$ cat src/rtl/frp_pkg.sv
// ----------------------------------------------------------------------------
// frp_pkg
// Shared types and constants for the framed record parser.
// ----------------------------------------------------------------------------
package frp_pkg;

    localparam int FRAME_DEPTH_DEF = 128;

    localparam int LEN_W   = 7;
    localparam int MAX_LEN = 99;

    localparam logic [7:0] ASCII_ZERO  = 8'd48;
    localparam logic [7:0] START_RESET = 8'h02;
    localparam logic [7:0] END_RESET   = 8'h03;

    localparam logic REG_START = 1'b0;
    localparam logic REG_END   = 1'b1;

    localparam logic [2:0] ST_GROUP     = 3'd0;
    localparam logic [2:0] ST_EMPTY     = 3'd1;
    localparam logic [2:0] ST_LEN_ERR   = 3'd2;
    localparam logic [2:0] ST_CKSUM_ERR = 3'd3;
    localparam logic [2:0] ST_OVERFLOW  = 3'd4;

    typedef struct packed {
        logic [2:0]       status;
        logic [7:0]       command;
        logic [LEN_W-1:0] len;
    } frp_job_t;

endpackage

$ cat src/rtl/frp_ram.sv
// ----------------------------------------------------------------------------
// frp_ram
// Generic single write port, single read port RAM with registered read data.
// ----------------------------------------------------------------------------
module frp_ram #(
    parameter int WIDTH = 8,
    parameter int DEPTH = 128
) (
    input  logic                     clk,
    input  logic                     we,
    input  logic [$clog2(DEPTH)-1:0] waddr,
    input  logic [WIDTH-1:0]         wdata,
    input  logic [$clog2(DEPTH)-1:0] raddr,
    output logic [WIDTH-1:0]         rdata
);

    logic [WIDTH-1:0] mem [DEPTH];
    logic [WIDTH-1:0] rdata_reg;

    always_ff @(posedge clk)
    begin
        if (we)
        begin
            mem[waddr] <= wdata;
        end
        rdata_reg <= mem[raddr];
    end

    assign rdata = rdata_reg;

endmodule

$ cat src/rtl/frp_front.sv
// ----------------------------------------------------------------------------
// frp_front
// Byte intake: frame tracking, buffer writes, running checksum and length
// check. Each closed or dropped frame becomes one job for the back end.
// ----------------------------------------------------------------------------
module frp_front
    import frp_pkg::*;
#(
    parameter int FRAME_DEPTH = FRAME_DEPTH_DEF
) (
    input  logic                           clk,
    input  logic                           rst_n,
    input  logic                           in_valid,
    output logic                           in_stall,
    input  logic [7:0]                     rx_byte,
    input  logic                           cfg_we,
    input  logic                           cfg_index,
    input  logic [7:0]                     cfg_data,
    output logic                           ram_we,
    output logic [$clog2(FRAME_DEPTH)-1:0] ram_waddr,
    output logic [7:0]                     ram_wdata,
    output logic                           q_push,
    output frp_job_t                       q_job,
    input  logic                           q_full,
    input  logic                           done
);

    localparam int AW = $clog2(FRAME_DEPTH);
    localparam int CW = $clog2(FRAME_DEPTH + 1);

    logic [7:0]    start_reg, start_next;
    logic [7:0]    end_reg, end_next;
    logic          in_frame_reg, in_frame_next;
    logic [CW-1:0] count_reg, count_next;
    logic [7:0]    d1_reg, d1_next;
    logic [7:0]    d2_reg, d2_next;
    logic [7:0]    cmd_reg, cmd_next;
    logic [15:0]   sum_reg, sum_next;
    logic [7:0]    prev1_reg, prev1_next;
    logic [7:0]    prev2_reg, prev2_next;
    logic          lock_reg, lock_next;

    logic          acc;
    logic          is_start;
    logic          live;
    logic          ovf;
    logic          store;
    logic          closing;
    logic [CW-1:0] cnt_eff;
    logic [12:0]   d1x;
    logic [12:0]   lv;
    logic [12:0]   c_ext;
    logic          len_ok;
    logic [15:0]   dsum;
    logic [15:0]   csum;
    logic          ck_ok;

    assign in_stall = q_full || lock_reg;
    assign acc      = in_valid && !in_stall;
    assign is_start = (rx_byte == start_reg);
    assign cnt_eff  = is_start ? '0 : count_reg;
    assign live     = is_start || in_frame_reg;
    assign ovf      = (cnt_eff == CW'(FRAME_DEPTH));
    assign store    = acc && live && !ovf;
    assign closing  = store && (rx_byte == end_reg);

    assign ram_we    = store;
    assign ram_waddr = cnt_eff[AW-1:0];
    assign ram_wdata = rx_byte;
    assign q_push    = (acc && live && ovf) || closing;

    // frame check at the end byte (cnt_eff is its index)
    always_comb
    begin
        d1x    = {5'd0, d1_reg} - 13'd48;
        lv     = (d1x << 3) + (d1x << 1) + {5'd0, d2_reg} - 13'd48;
        c_ext  = 13'(cnt_eff);
        len_ok = (c_ext >= 13'd6) && !lv[12] && (lv <= 13'(MAX_LEN))
                 && (lv == c_ext - 13'd6);
        dsum   = sum_reg - {8'd0, prev1_reg} - {8'd0, prev2_reg};
        csum   = dsum + 16'd1;
        ck_ok  = (prev2_reg == ~csum[15:8]) && (prev1_reg == csum[7:0]);

        q_job = '0;
        if (ovf)
        begin
            q_job.status = ST_OVERFLOW;
        end
        else if (!len_ok)
        begin
            q_job.status = ST_LEN_ERR;
        end
        else if (!ck_ok)
        begin
            q_job.status = ST_CKSUM_ERR;
        end
        else if (lv[LEN_W-1:0] == '0)
        begin
            q_job.status  = ST_EMPTY;
            q_job.command = cmd_reg;
        end
        else
        begin
            q_job.status  = ST_GROUP;
            q_job.command = cmd_reg;
            q_job.len     = lv[LEN_W-1:0];
        end
    end

    always_comb
    begin
        start_next    = start_reg;
        end_next      = end_reg;
        in_frame_next = in_frame_reg;
        count_next    = count_reg;
        d1_next       = d1_reg;
        d2_next       = d2_reg;
        cmd_next      = cmd_reg;
        sum_next      = sum_reg;
        prev1_next    = prev1_reg;
        prev2_next    = prev2_reg;
        lock_next     = lock_reg;

        if (cfg_we)
        begin
            if (cfg_index == REG_START)
            begin
                start_next = cfg_data;
            end
            else
            begin
                end_next = cfg_data;
            end
        end

        if (acc && live)
        begin
            if (ovf)
            begin
                in_frame_next = 1'b0;
                count_next    = '0;
            end
            else
            begin
                in_frame_next = !closing;
                count_next    = cnt_eff + CW'(1);
            end
        end

        if (store)
        begin
            if (cnt_eff == CW'(1))
            begin
                d1_next = rx_byte;
            end
            if (cnt_eff == CW'(2))
            begin
                d2_next = rx_byte;
            end
            if (cnt_eff == CW'(3))
            begin
                cmd_next = rx_byte;
                sum_next = {8'd0, rx_byte};
            end
            else if (cnt_eff > CW'(3))
            begin
                sum_next = sum_reg + {8'd0, rx_byte};
            end
            prev1_next = rx_byte;
            prev2_next = prev1_reg;
        end

        if (closing && (q_job.status == ST_GROUP))
        begin
            lock_next = 1'b1;
        end
        else if (done)
        begin
            lock_next = 1'b0;
        end
    end

    always_ff @(posedge clk or negedge rst_n)
    begin
        if (!rst_n)
        begin
            start_reg    <= START_RESET;
            end_reg      <= END_RESET;
            in_frame_reg <= 1'b0;
            count_reg    <= '0;
            lock_reg     <= 1'b0;
        end
        else
        begin
            start_reg    <= start_next;
            end_reg      <= end_next;
            in_frame_reg <= in_frame_next;
            count_reg    <= count_next;
            lock_reg     <= lock_next;
        end
    end

    always_ff @(posedge clk)
    begin
        d1_reg    <= d1_next;
        d2_reg    <= d2_next;
        cmd_reg   <= cmd_next;
        sum_reg   <= sum_next;
        prev1_reg <= prev1_next;
        prev2_reg <= prev2_next;
    end

    // buffer must not change while the back end reads it
    assert property (@(posedge clk) disable iff (!rst_n) lock_reg |-> !ram_we)
        else $error("frp_front: buffer write while locked");

    assert property (@(posedge clk) disable iff (!rst_n)
                     (q_push && (q_job.status == ST_GROUP)) |=> lock_reg)
        else $error("frp_front: group job without lock");

endmodule

$ cat src/rtl/frp_queue.sv
// ----------------------------------------------------------------------------
// frp_queue
// Two-entry job queue between the front and back ends.
// ----------------------------------------------------------------------------
module frp_queue
    import frp_pkg::*;
(
    input  logic     clk,
    input  logic     rst_n,
    input  logic     push,
    input  frp_job_t push_job,
    output logic     full,
    input  logic     pop,
    output logic     valid,
    output frp_job_t job
);

    frp_job_t   entry_reg [2];
    logic       wr_ptr_reg, wr_ptr_next;
    logic       rd_ptr_reg, rd_ptr_next;
    logic [1:0] cnt_reg, cnt_next;

    assign full  = (cnt_reg == 2'd2);
    assign valid = (cnt_reg != 2'd0);
    assign job   = entry_reg[rd_ptr_reg];

    always_comb
    begin
        wr_ptr_next = wr_ptr_reg ^ push;
        rd_ptr_next = rd_ptr_reg ^ pop;
        cnt_next    = cnt_reg + {1'b0, push} - {1'b0, pop};
    end

    always_ff @(posedge clk or negedge rst_n)
    begin
        if (!rst_n)
        begin
            wr_ptr_reg <= 1'b0;
            rd_ptr_reg <= 1'b0;
            cnt_reg    <= 2'd0;
        end
        else
        begin
            wr_ptr_reg <= wr_ptr_next;
            rd_ptr_reg <= rd_ptr_next;
            cnt_reg    <= cnt_next;
        end
    end

    always_ff @(posedge clk)
    begin
        if (push)
        begin
            entry_reg[wr_ptr_reg] <= push_job;
        end
    end

    assert property (@(posedge clk) disable iff (!rst_n) push |-> !full)
        else $error("frp_queue: push while full");

    assert property (@(posedge clk) disable iff (!rst_n) pop |-> valid)
        else $error("frp_queue: pop while empty");

endmodule

$ cat src/rtl/frp_back.sv
// ----------------------------------------------------------------------------
// frp_back
// Job execution: reads 4-byte groups from the frame buffer and drives the
// result register.
// ----------------------------------------------------------------------------
module frp_back
    import frp_pkg::*;
#(
    parameter int FRAME_DEPTH = FRAME_DEPTH_DEF
) (
    input  logic                           clk,
    input  logic                           rst_n,
    input  logic                           q_valid,
    input  frp_job_t                       q_job,
    output logic                           q_pop,
    output logic [$clog2(FRAME_DEPTH)-1:0] ram_raddr,
    input  logic [7:0]                     ram_rdata,
    output logic                           done,
    output logic                           out_valid,
    input  logic                           out_stall,
    output logic [2:0]                     status,
    output logic [7:0]                     command,
    output logic [7:0]                     group_id,
    output logic [7:0]                     value_first,
    output logic [7:0]                     value_second,
    output logic [7:0]                     value_third,
    output logic [1:0]                     value_count,
    output logic                           last
);

    localparam int AW = $clog2(FRAME_DEPTH);

    localparam logic [1:0] S_IDLE = 2'd0;
    localparam logic [1:0] S_READ = 2'd1;
    localparam logic [1:0] S_CAP  = 2'd2;
    localparam logic [1:0] S_EMIT = 2'd3;

    logic [1:0]       state_reg, state_next;
    logic [7:0]       cmd_reg, cmd_next;
    logic [AW-1:0]    base_reg, base_next;
    logic [LEN_W-1:0] rem_reg, rem_next;
    logic [1:0]       rd_cnt_reg, rd_cnt_next;
    logic             cap_vld_reg;
    logic [1:0]       cap_idx_reg;
    logic [7:0]       grp_reg [4];

    logic             out_valid_reg, out_valid_next;
    logic [2:0]       status_reg, status_next;
    logic [7:0]       command_reg, command_next;
    logic [7:0]       group_id_reg, group_id_next;
    logic [7:0]       val1_reg, val1_next;
    logic [7:0]       val2_reg, val2_next;
    logic [7:0]       val3_reg, val3_next;
    logic [1:0]       count_reg, count_next;
    logic             last_reg, last_next;

    logic             slot_free;
    logic             load;
    logic [1:0]       gcnt;
    logic             glast;

    assign slot_free = !out_valid_reg || !out_stall;
    assign ram_raddr = base_reg + AW'(rd_cnt_reg);
    assign glast     = (rem_reg <= LEN_W'(4));
    assign gcnt      = (rem_reg >= LEN_W'(4)) ? 2'd3 : 2'(rem_reg - LEN_W'(1));

    always_comb
    begin
        state_next   = state_reg;
        cmd_next     = cmd_reg;
        base_next    = base_reg;
        rem_next     = rem_reg;
        rd_cnt_next  = rd_cnt_reg;
        q_pop        = 1'b0;
        done         = 1'b0;
        load         = 1'b0;
        status_next  = status_reg;
        command_next = command_reg;
        group_id_next = group_id_reg;
        val1_next    = val1_reg;
        val2_next    = val2_reg;
        val3_next    = val3_reg;
        count_next   = count_reg;
        last_next    = last_reg;

        unique case (state_reg)
            S_IDLE:
            begin
                if (q_valid)
                begin
                    if (q_job.status == ST_GROUP)
                    begin
                        q_pop       = 1'b1;
                        cmd_next    = q_job.command;
                        base_next   = AW'(4);
                        rem_next    = q_job.len;
                        rd_cnt_next = 2'd0;
                        state_next  = S_READ;
                    end
                    else if (slot_free)
                    begin
                        q_pop         = 1'b1;
                        load          = 1'b1;
                        status_next   = q_job.status;
                        command_next  = q_job.command;
                        group_id_next = 8'd0;
                        val1_next     = 8'd0;
                        val2_next     = 8'd0;
                        val3_next     = 8'd0;
                        count_next    = 2'd0;
                        last_next     = 1'b1;
                    end
                end
            end
            S_READ:
            begin
                rd_cnt_next = rd_cnt_reg + 2'd1;
                if (rd_cnt_reg == 2'd3)
                begin
                    state_next = S_CAP;
                end
            end
            S_CAP:
            begin
                state_next = S_EMIT;
            end
            S_EMIT:
            begin
                if (slot_free)
                begin
                    load          = 1'b1;
                    status_next   = ST_GROUP;
                    command_next  = cmd_reg;
                    group_id_next = grp_reg[0] - ASCII_ZERO;
                    val1_next     = (gcnt >= 2'd1) ? grp_reg[1] : 8'd0;
                    val2_next     = (gcnt >= 2'd2) ? grp_reg[2] : 8'd0;
                    val3_next     = (gcnt == 2'd3) ? grp_reg[3] : 8'd0;
                    count_next    = gcnt;
                    last_next     = glast;
                    if (glast)
                    begin
                        done       = 1'b1;
                        state_next = S_IDLE;
                    end
                    else
                    begin
                        rem_next    = rem_reg - LEN_W'(4);
                        base_next   = base_reg + AW'(4);
                        rd_cnt_next = 2'd0;
                        state_next  = S_READ;
                    end
                end
            end
            default:
            begin
                state_next = S_IDLE;
            end
        endcase

        out_valid_next = load || (out_valid_reg && out_stall);
    end

    always_ff @(posedge clk or negedge rst_n)
    begin
        if (!rst_n)
        begin
            state_reg     <= S_IDLE;
            rem_reg       <= '0;
            rd_cnt_reg    <= 2'd0;
            cap_vld_reg   <= 1'b0;
            out_valid_reg <= 1'b0;
        end
        else
        begin
            state_reg     <= state_next;
            rem_reg       <= rem_next;
            rd_cnt_reg    <= rd_cnt_next;
            cap_vld_reg   <= (state_reg == S_READ);
            out_valid_reg <= out_valid_next;
        end
    end

    always_ff @(posedge clk)
    begin
        cmd_reg      <= cmd_next;
        base_reg     <= base_next;
        cap_idx_reg  <= rd_cnt_reg;
        status_reg   <= status_next;
        command_reg  <= command_next;
        group_id_reg <= group_id_next;
        val1_reg     <= val1_next;
        val2_reg     <= val2_next;
        val3_reg     <= val3_next;
        count_reg    <= count_next;
        last_reg     <= last_next;
        if (cap_vld_reg)
        begin
            grp_reg[cap_idx_reg] <= ram_rdata;
        end
    end

    assign out_valid    = out_valid_reg;
    assign status       = status_reg;
    assign command      = command_reg;
    assign group_id     = group_id_reg;
    assign value_first  = val1_reg;
    assign value_second = val2_reg;
    assign value_third  = val3_reg;
    assign value_count  = count_reg;
    assign last         = last_reg;

    assert property (@(posedge clk) disable iff (!rst_n)
                     (state_reg != S_IDLE) |-> (rem_reg != '0))
        else $error("frp_back: group walk with no bytes left");

endmodule

$ cat src/rtl/framed_record_parser_core.sv
// ----------------------------------------------------------------------------
// framed_record_parser_core
// Framed record parser: buffers a frame, checks length and checksum at the
// end byte and emits one result per 4-byte data group or one status result.
//
//   channel  handshake             payload
//   in       in_valid / in_stall   rx_byte
//   out      out_valid / out_stall status, command, group_id, value_first,
//                                  value_second, value_third, value_count, last
//   cfg      cfg_we                cfg_index, cfg_data
//
// One byte is taken per cycle while no group burst is in progress and the job queue is not full.
// A valid frame with N data bytes holds the input while its groups are walked:
// per group, 4 buffer reads on the single read port, then capture, then emit.
// Status results pass through a 2-entry job queue without blocking input.
// Reset is asynchronous; the frame buffer needs no clearing pass.
// out_stall holds the result register; input stalls when the queue is full.
// ----------------------------------------------------------------------------
module framed_record_parser_core
    import frp_pkg::*;
#(
    parameter int FRAME_DEPTH = FRAME_DEPTH_DEF
) (
    input  logic       clk,
    input  logic       rst_n,
    input  logic       in_valid,
    output logic       in_stall,
    input  logic [7:0] rx_byte,
    input  logic       cfg_we,
    input  logic       cfg_index,
    input  logic [7:0] cfg_data,
    output logic       out_valid,
    input  logic       out_stall,
    output logic [2:0] status,
    output logic [7:0] command,
    output logic [7:0] group_id,
    output logic [7:0] value_first,
    output logic [7:0] value_second,
    output logic [7:0] value_third,
    output logic [1:0] value_count,
    output logic       last
);

    localparam int AW = $clog2(FRAME_DEPTH);

    logic          ram_we;
    logic [AW-1:0] ram_waddr;
    logic [7:0]    ram_wdata;
    logic [AW-1:0] ram_raddr;
    logic [7:0]    ram_rdata;
    logic          q_push;
    frp_job_t      push_job;
    logic          q_full;
    logic          q_pop;
    logic          q_valid;
    frp_job_t      q_job;
    logic          done;

    frp_front #(
        .FRAME_DEPTH(FRAME_DEPTH)
    ) u_front (
        .clk       (clk),
        .rst_n     (rst_n),
        .in_valid  (in_valid),
        .in_stall  (in_stall),
        .rx_byte   (rx_byte),
        .cfg_we    (cfg_we),
        .cfg_index (cfg_index),
        .cfg_data  (cfg_data),
        .ram_we    (ram_we),
        .ram_waddr (ram_waddr),
        .ram_wdata (ram_wdata),
        .q_push    (q_push),
        .q_job     (push_job),
        .q_full    (q_full),
        .done      (done)
    );

    frp_ram #(
        .WIDTH(8),
        .DEPTH(FRAME_DEPTH)
    ) u_ram (
        .clk   (clk),
        .we    (ram_we),
        .waddr (ram_waddr),
        .wdata (ram_wdata),
        .raddr (ram_raddr),
        .rdata (ram_rdata)
    );

    frp_queue u_queue (
        .clk      (clk),
        .rst_n    (rst_n),
        .push     (q_push),
        .push_job (push_job),
        .full     (q_full),
        .pop      (q_pop),
        .valid    (q_valid),
        .job      (q_job)
    );

    frp_back #(
        .FRAME_DEPTH(FRAME_DEPTH)
    ) u_back (
        .clk          (clk),
        .rst_n        (rst_n),
        .q_valid      (q_valid),
        .q_job        (q_job),
        .q_pop        (q_pop),
        .ram_raddr    (ram_raddr),
        .ram_rdata    (ram_rdata),
        .done         (done),
        .out_valid    (out_valid),
        .out_stall    (out_stall),
        .status       (status),
        .command      (command),
        .group_id     (group_id),
        .value_first  (value_first),
        .value_second (value_second),
        .value_third  (value_third),
        .value_count  (value_count),
        .last         (last)
    );

endmodule
$ cat config.mk
export PLATFORM = sky130hd
export DESIGN_NAME = framed_record_parser_core
export DESIGN_NICKNAME = d
export VERILOG_FILES = /design/src/rtl/frp_pkg.sv /design/src/rtl/frp_ram.sv /design/src/rtl/frp_front.sv /design/src/rtl/frp_queue.sv /design/src/rtl/frp_back.sv /design/src/rtl/framed_record_parser_core.sv
export SDC_FILE = /design/constraint.sdc
export NUM_CORES = 1
export LEC_CHECK = 0
export BUFFER_PORTS_ARGS = -buffer_cell sky130_fd_sc_hd__buf_4
export CAP_MARGIN = 20
export CORE_MARGIN = 2
export CORE_UTILIZATION = 40
export CTS_BUF_LIST = sky130_fd_sc_hd__clkbuf_8 sky130_fd_sc_hd__clkbuf_16
export DETAILED_ROUTE_END_ITERATION = 16
export GPL_ROUTABILITY_DRIVEN = 0
export GPL_TIMING_DRIVEN = 0
export SYNTH_ARGS = -nofsm -noshare
export SYNTH_HDL_FRONTEND = slang
export SYNTH_HIERARCHICAL = 1
export SYNTH_SLANG_ARGS = --single-unit
$ cat constraint.sdc
create_clock -name clk -period 7.6 [get_ports clk]
set_input_delay 0.76 -clock clk [delete_from_list [all_inputs] [get_ports clk]]
set_output_delay 0.76 -clock clk [all_outputs]
set_load 0.005 [all_outputs]
==> results.tsv <==
stage	metric	value	unit
run_status	run_status	completed	
placement	pre_cts_slack	1.13	ns
drt	drt_pre_antenna_iters	5	
drt	drtAntennaViolNets	0	
clock_tree	postCtsSetupBuffers	0	
worst_setup_path	worst_setup_path_start_kind	flop	
sta	tightest_slew	1.14	ns
sta	layout_setup_ws	1.58	ns
power	netSwitchingFraction	27.9	%
placement	io_buffer_count	69	
worst_setup_path	critPathRequiredTime	7.98	ns
synthesis	seq_area_frac_synth	72.5	%
sta	relSlewSlack	24.3	%
power	sequential_cell_fraction_of_total_power	43.1	%
finish	multi_input_area	0.0134	mm2
finish	nFillCells	10585	
finish	final_net_count	2940	
finish	share_of_cells_above_drive_strength_1	25.6	%
global_routing	number_of_global_route_vias_before_repair	25935	
min_path	hp-class	in2async	
worst_setup_path	critical-path-top-delay-family	simple AND/OR/NAND/NOR gates	
synthesis	dominantRegCellSynth	edfxtp_1	
finish	largest_register_ffs	1024	
sta	setup_viol_count_final	0	
synthesis	postSynthAreaPerCell	19.9	um2
power	intPower	0.0136	W
worst_setup_path	critical_path_cell_by_cell	xor2_1 > nor4_1 > nand2_1 > clkbuf_1 > nand2_1 > ha_1 > nand4_1 > inv_1 > clkbuf_1 > nor2_2 > clkbuf_1 > nor2b_1 > nand2_1 > clkbuf_1 > nor2_1	
die	core_area	0.128	mm2
finish	seq_area	0.0375	mm2
clock_tree	cts_num_sinks	1260	
placement	detailedPlacementHpwl	84200	um
drt	post_drt_wl_per_cell	25.9	um
die	rows	131	
clock_tree	path_clk_slew	0.06	ns
die	io-pin-count	70	
clock_tree	tritoncts.num_buffers	121	
worst_setup_path	cp_common_cell	clkbuf_1	
synthesis	yosysUniqueCellTypes	77	
power	clk_pwr_share	32.2	%
clock_tree	cts_htree_levels	3	
drt	drtIter0Drc	2876	
finish	antennaDiodeCount	0	
worst_setup_path	crit_path_top_delay_cell	nor4_1	
global_routing	number_of_antenna_violations_at_the_first_check_in_global_routing	9	
die	initial_utilization	40.4	%
die	die-width	364	um
sta	timing.final.crit_period	6.02	ns
worst_setup_path	arrival	6.40	ns
power	pwr-share-comb	24.7	%
synthesis	syn-num-nets	2714	
worst_setup_path	critical_path.endpoint_type	flop	
global_routing	grt_util_all_layers	18.3	%
worst_setup_path	path_class	reg2reg	
placement	place_area	0.0550	mm2
power	power.density	319	mW/mm2
drt	detail_route.drc_violations	0	
drt	num_vias	25588	
finish	design_area	0.0592	mm2
sta	finalHoldViolCount	0	
synthesis	syn-instance-count	2598	
synthesis	synth.ff_latch_count	1260	
die	die_area	0.132	mm2
power	max-vdd-ir-drop	0.000221	V
clock_tree	cts_resized	0	
finish	flow.area_growth_from_synthesis	14.3	%
run	max_cap_viols	0	
synthesis	mappedNetlistArea	0.0518	mm2
sta	max_clock_freq	166	MHz
clock_tree	clock_tree.root_cell	clkbuf_16	
global_routing	grt_start_max_net_pins	89	
worst_setup_path	critPathMaxFanout	10	
global_routing	gr-total-overflow	0	
global_routing	grt_first_pass_wirelength	176000	um
drt	vias_cell	5.49	
worst_setup_path	worst-path-buf-inv	5	
synthesis	synth_warnings	6	
drt	total_wire_length	121000	um
power	switching_pwr	0.00527	W
sta	timing.clock.skew	0.0857	ns
power	cellLeakagePower	19.3	nW
sta	drv_slew	0	
sta	unrepaired_setup_endpoints_after_global_routing	false	
sta	timing.final.crit_share	79.2	%
clock_tree	cts_tree	built	
worst_setup_path	crit_path_max_incr_delay	0.95	ns
clock_tree	cts_max_path_buffers	3	
clock_tree	post_cts_hold_buffer_count	0	
synthesis	synth_edf_count	1207	
die	floorplan.die.height	364	um
sta	tns_setup	0	ns
synthesis	synth_async_sr_flop_share	3.41	%
clock_tree	clock_latency	0.77	ns
cells in the mapped netlist, types with 12 or more instances:
| library cell | n | area (um2) |
|---|---|---|
| inv_1 | 77 | 289 |
| clkbuf_1 | 62 | 233 |
| xor2_1 | 38 | 333 |
| buf_1 | 18 | 67.6 |
| nor2b_1 | 17 | 106 |
| nor3_1 | 21 | 105 |
| edfxtp_1 | 1207 | 36200 |
| o21ai_0 | 24 | 120 |
| a21oi_1 | 50 | 250 |
| buf_2 | 18 | 90.1 |
| nor2_1 | 168 | 631 |
| fa_1 | 15 | 300 |
| and2_1 | 40 | 250 |
| xnor2_1 | 34 | 298 |
| nand2b_1 | 14 | 87.6 |
| mux2_2 | 43 | 484 |
| buf_4 | 21 | 158 |
| ha_1 | 79 | 988 |
| mux4_2 | 336 | 7570 |
| and4_1 | 12 | 105 |
| nand3_1 | 29 | 145 |
| nand2_1 | 61 | 229 |
| dfrtp_1 | 40 | 1000 |
stage by stage:
step                      hold WS [ns]  cells  utilization [%]  power (W)
after floorplan                  0.389   2598                -     0.0111
after global placement           0.416   4396             42.5     0.0128
after detailed placement         0.428   4427             43.0     0.0130
after CTS                       0.0129   4655             46.2     0.0190
after global routing            0.0533   4658             46.2     0.0196
final                           0.0274   4658             46.2     0.0189
power groups by stage:
stage	Clock [W]	Sequential (W)	Combinational [W]
2_1_floorplan	0	0.00829	0.00286
3_3_place_gp	0	0.00832	0.00452
3_5_place_dp	0	0.00829	0.00468
4_1_cts	0.00622	0.00814	0.00469
5_1_grt	0.00649	0.00817	0.00490
6_report	0.00609	0.00814	0.00465
worst paths after layout:
path	slack [ns]	from	cells after the start	end
hold / removal	0.03	rst_n	1	u_queue/rd_ptr_reg
max in group asynchronous	7.07	rst_n	1	u_front/end_reg[5]
hold reg to reg	0.43	u_back/rd_cnt_reg[1]	0	u_back/cap_idx_reg[1]
setup / recovery	1.58	u_front/start_reg[1]	15	u_ram/mem[32][3]
min in group clk	0.28	out_stall	3	u_back/out_valid
setup reg to reg	1.58	u_front/start_reg[1]	15	u_ram/mem[32][3]
cells by family (layout without fill, tap and decap cells):
kind of cell / after synthesis / after routing / share of synthesized area (%)
AND/OR/NAND/NOR: 421 / 421 / 4.02
flip-flops: 1260 / 1260 / 72.5
XOR/XNOR: 74 / 74 / 1.31
buffers and inverters: 201 / 532 / 1.74
multiplexers: 391 / 391 / 15.9
AO/OA/AOI/OAI: 157 / 157 / 2.07
adder cells (fa/ha/maj): 94 / 94 / 2.49
layer usage:
layer | up-vias | wire length, um | track usage, %
met3 | 161 | 9420 | 3.38
met1 | 13488 | 48200 | 24.3
met5 | - | 16 | 0
met2 | 961 | 60300 | 30.9
met4 | 2 | 2810 | 5.26
li1 | 10976 | - | -
cell usage in the layout, fill, tap and decap left out, types with 29 or more instances in the layout:
master,instances
nand3_1,29
mux4_2,336
dfrtp_1,40
nand2_1,61
clkbuf_1,62
xnor2_1,34
mux2_2,43
buf_4,91
a21oi_1,50
clkbuf_16,121
edfxtp_1,1207
nor2_1,167
and2_1,40
xor2_1,38
inv_1,96
ha_1,79
final cells by class:
class / count / area share (%)
clock buffer: 124 / 5.19
multi-input combinational: 1137 / 22.6
timing repair buffer: 103 / 1.86
inverter: 77 / 0.488
buffer: 124 / 1.04
sequential: 1260 / 63.4
tap: 1729 / 3.66
clock inverter: 104 / 1.76
Note: power is estimated with default switching activity, not from simulation.
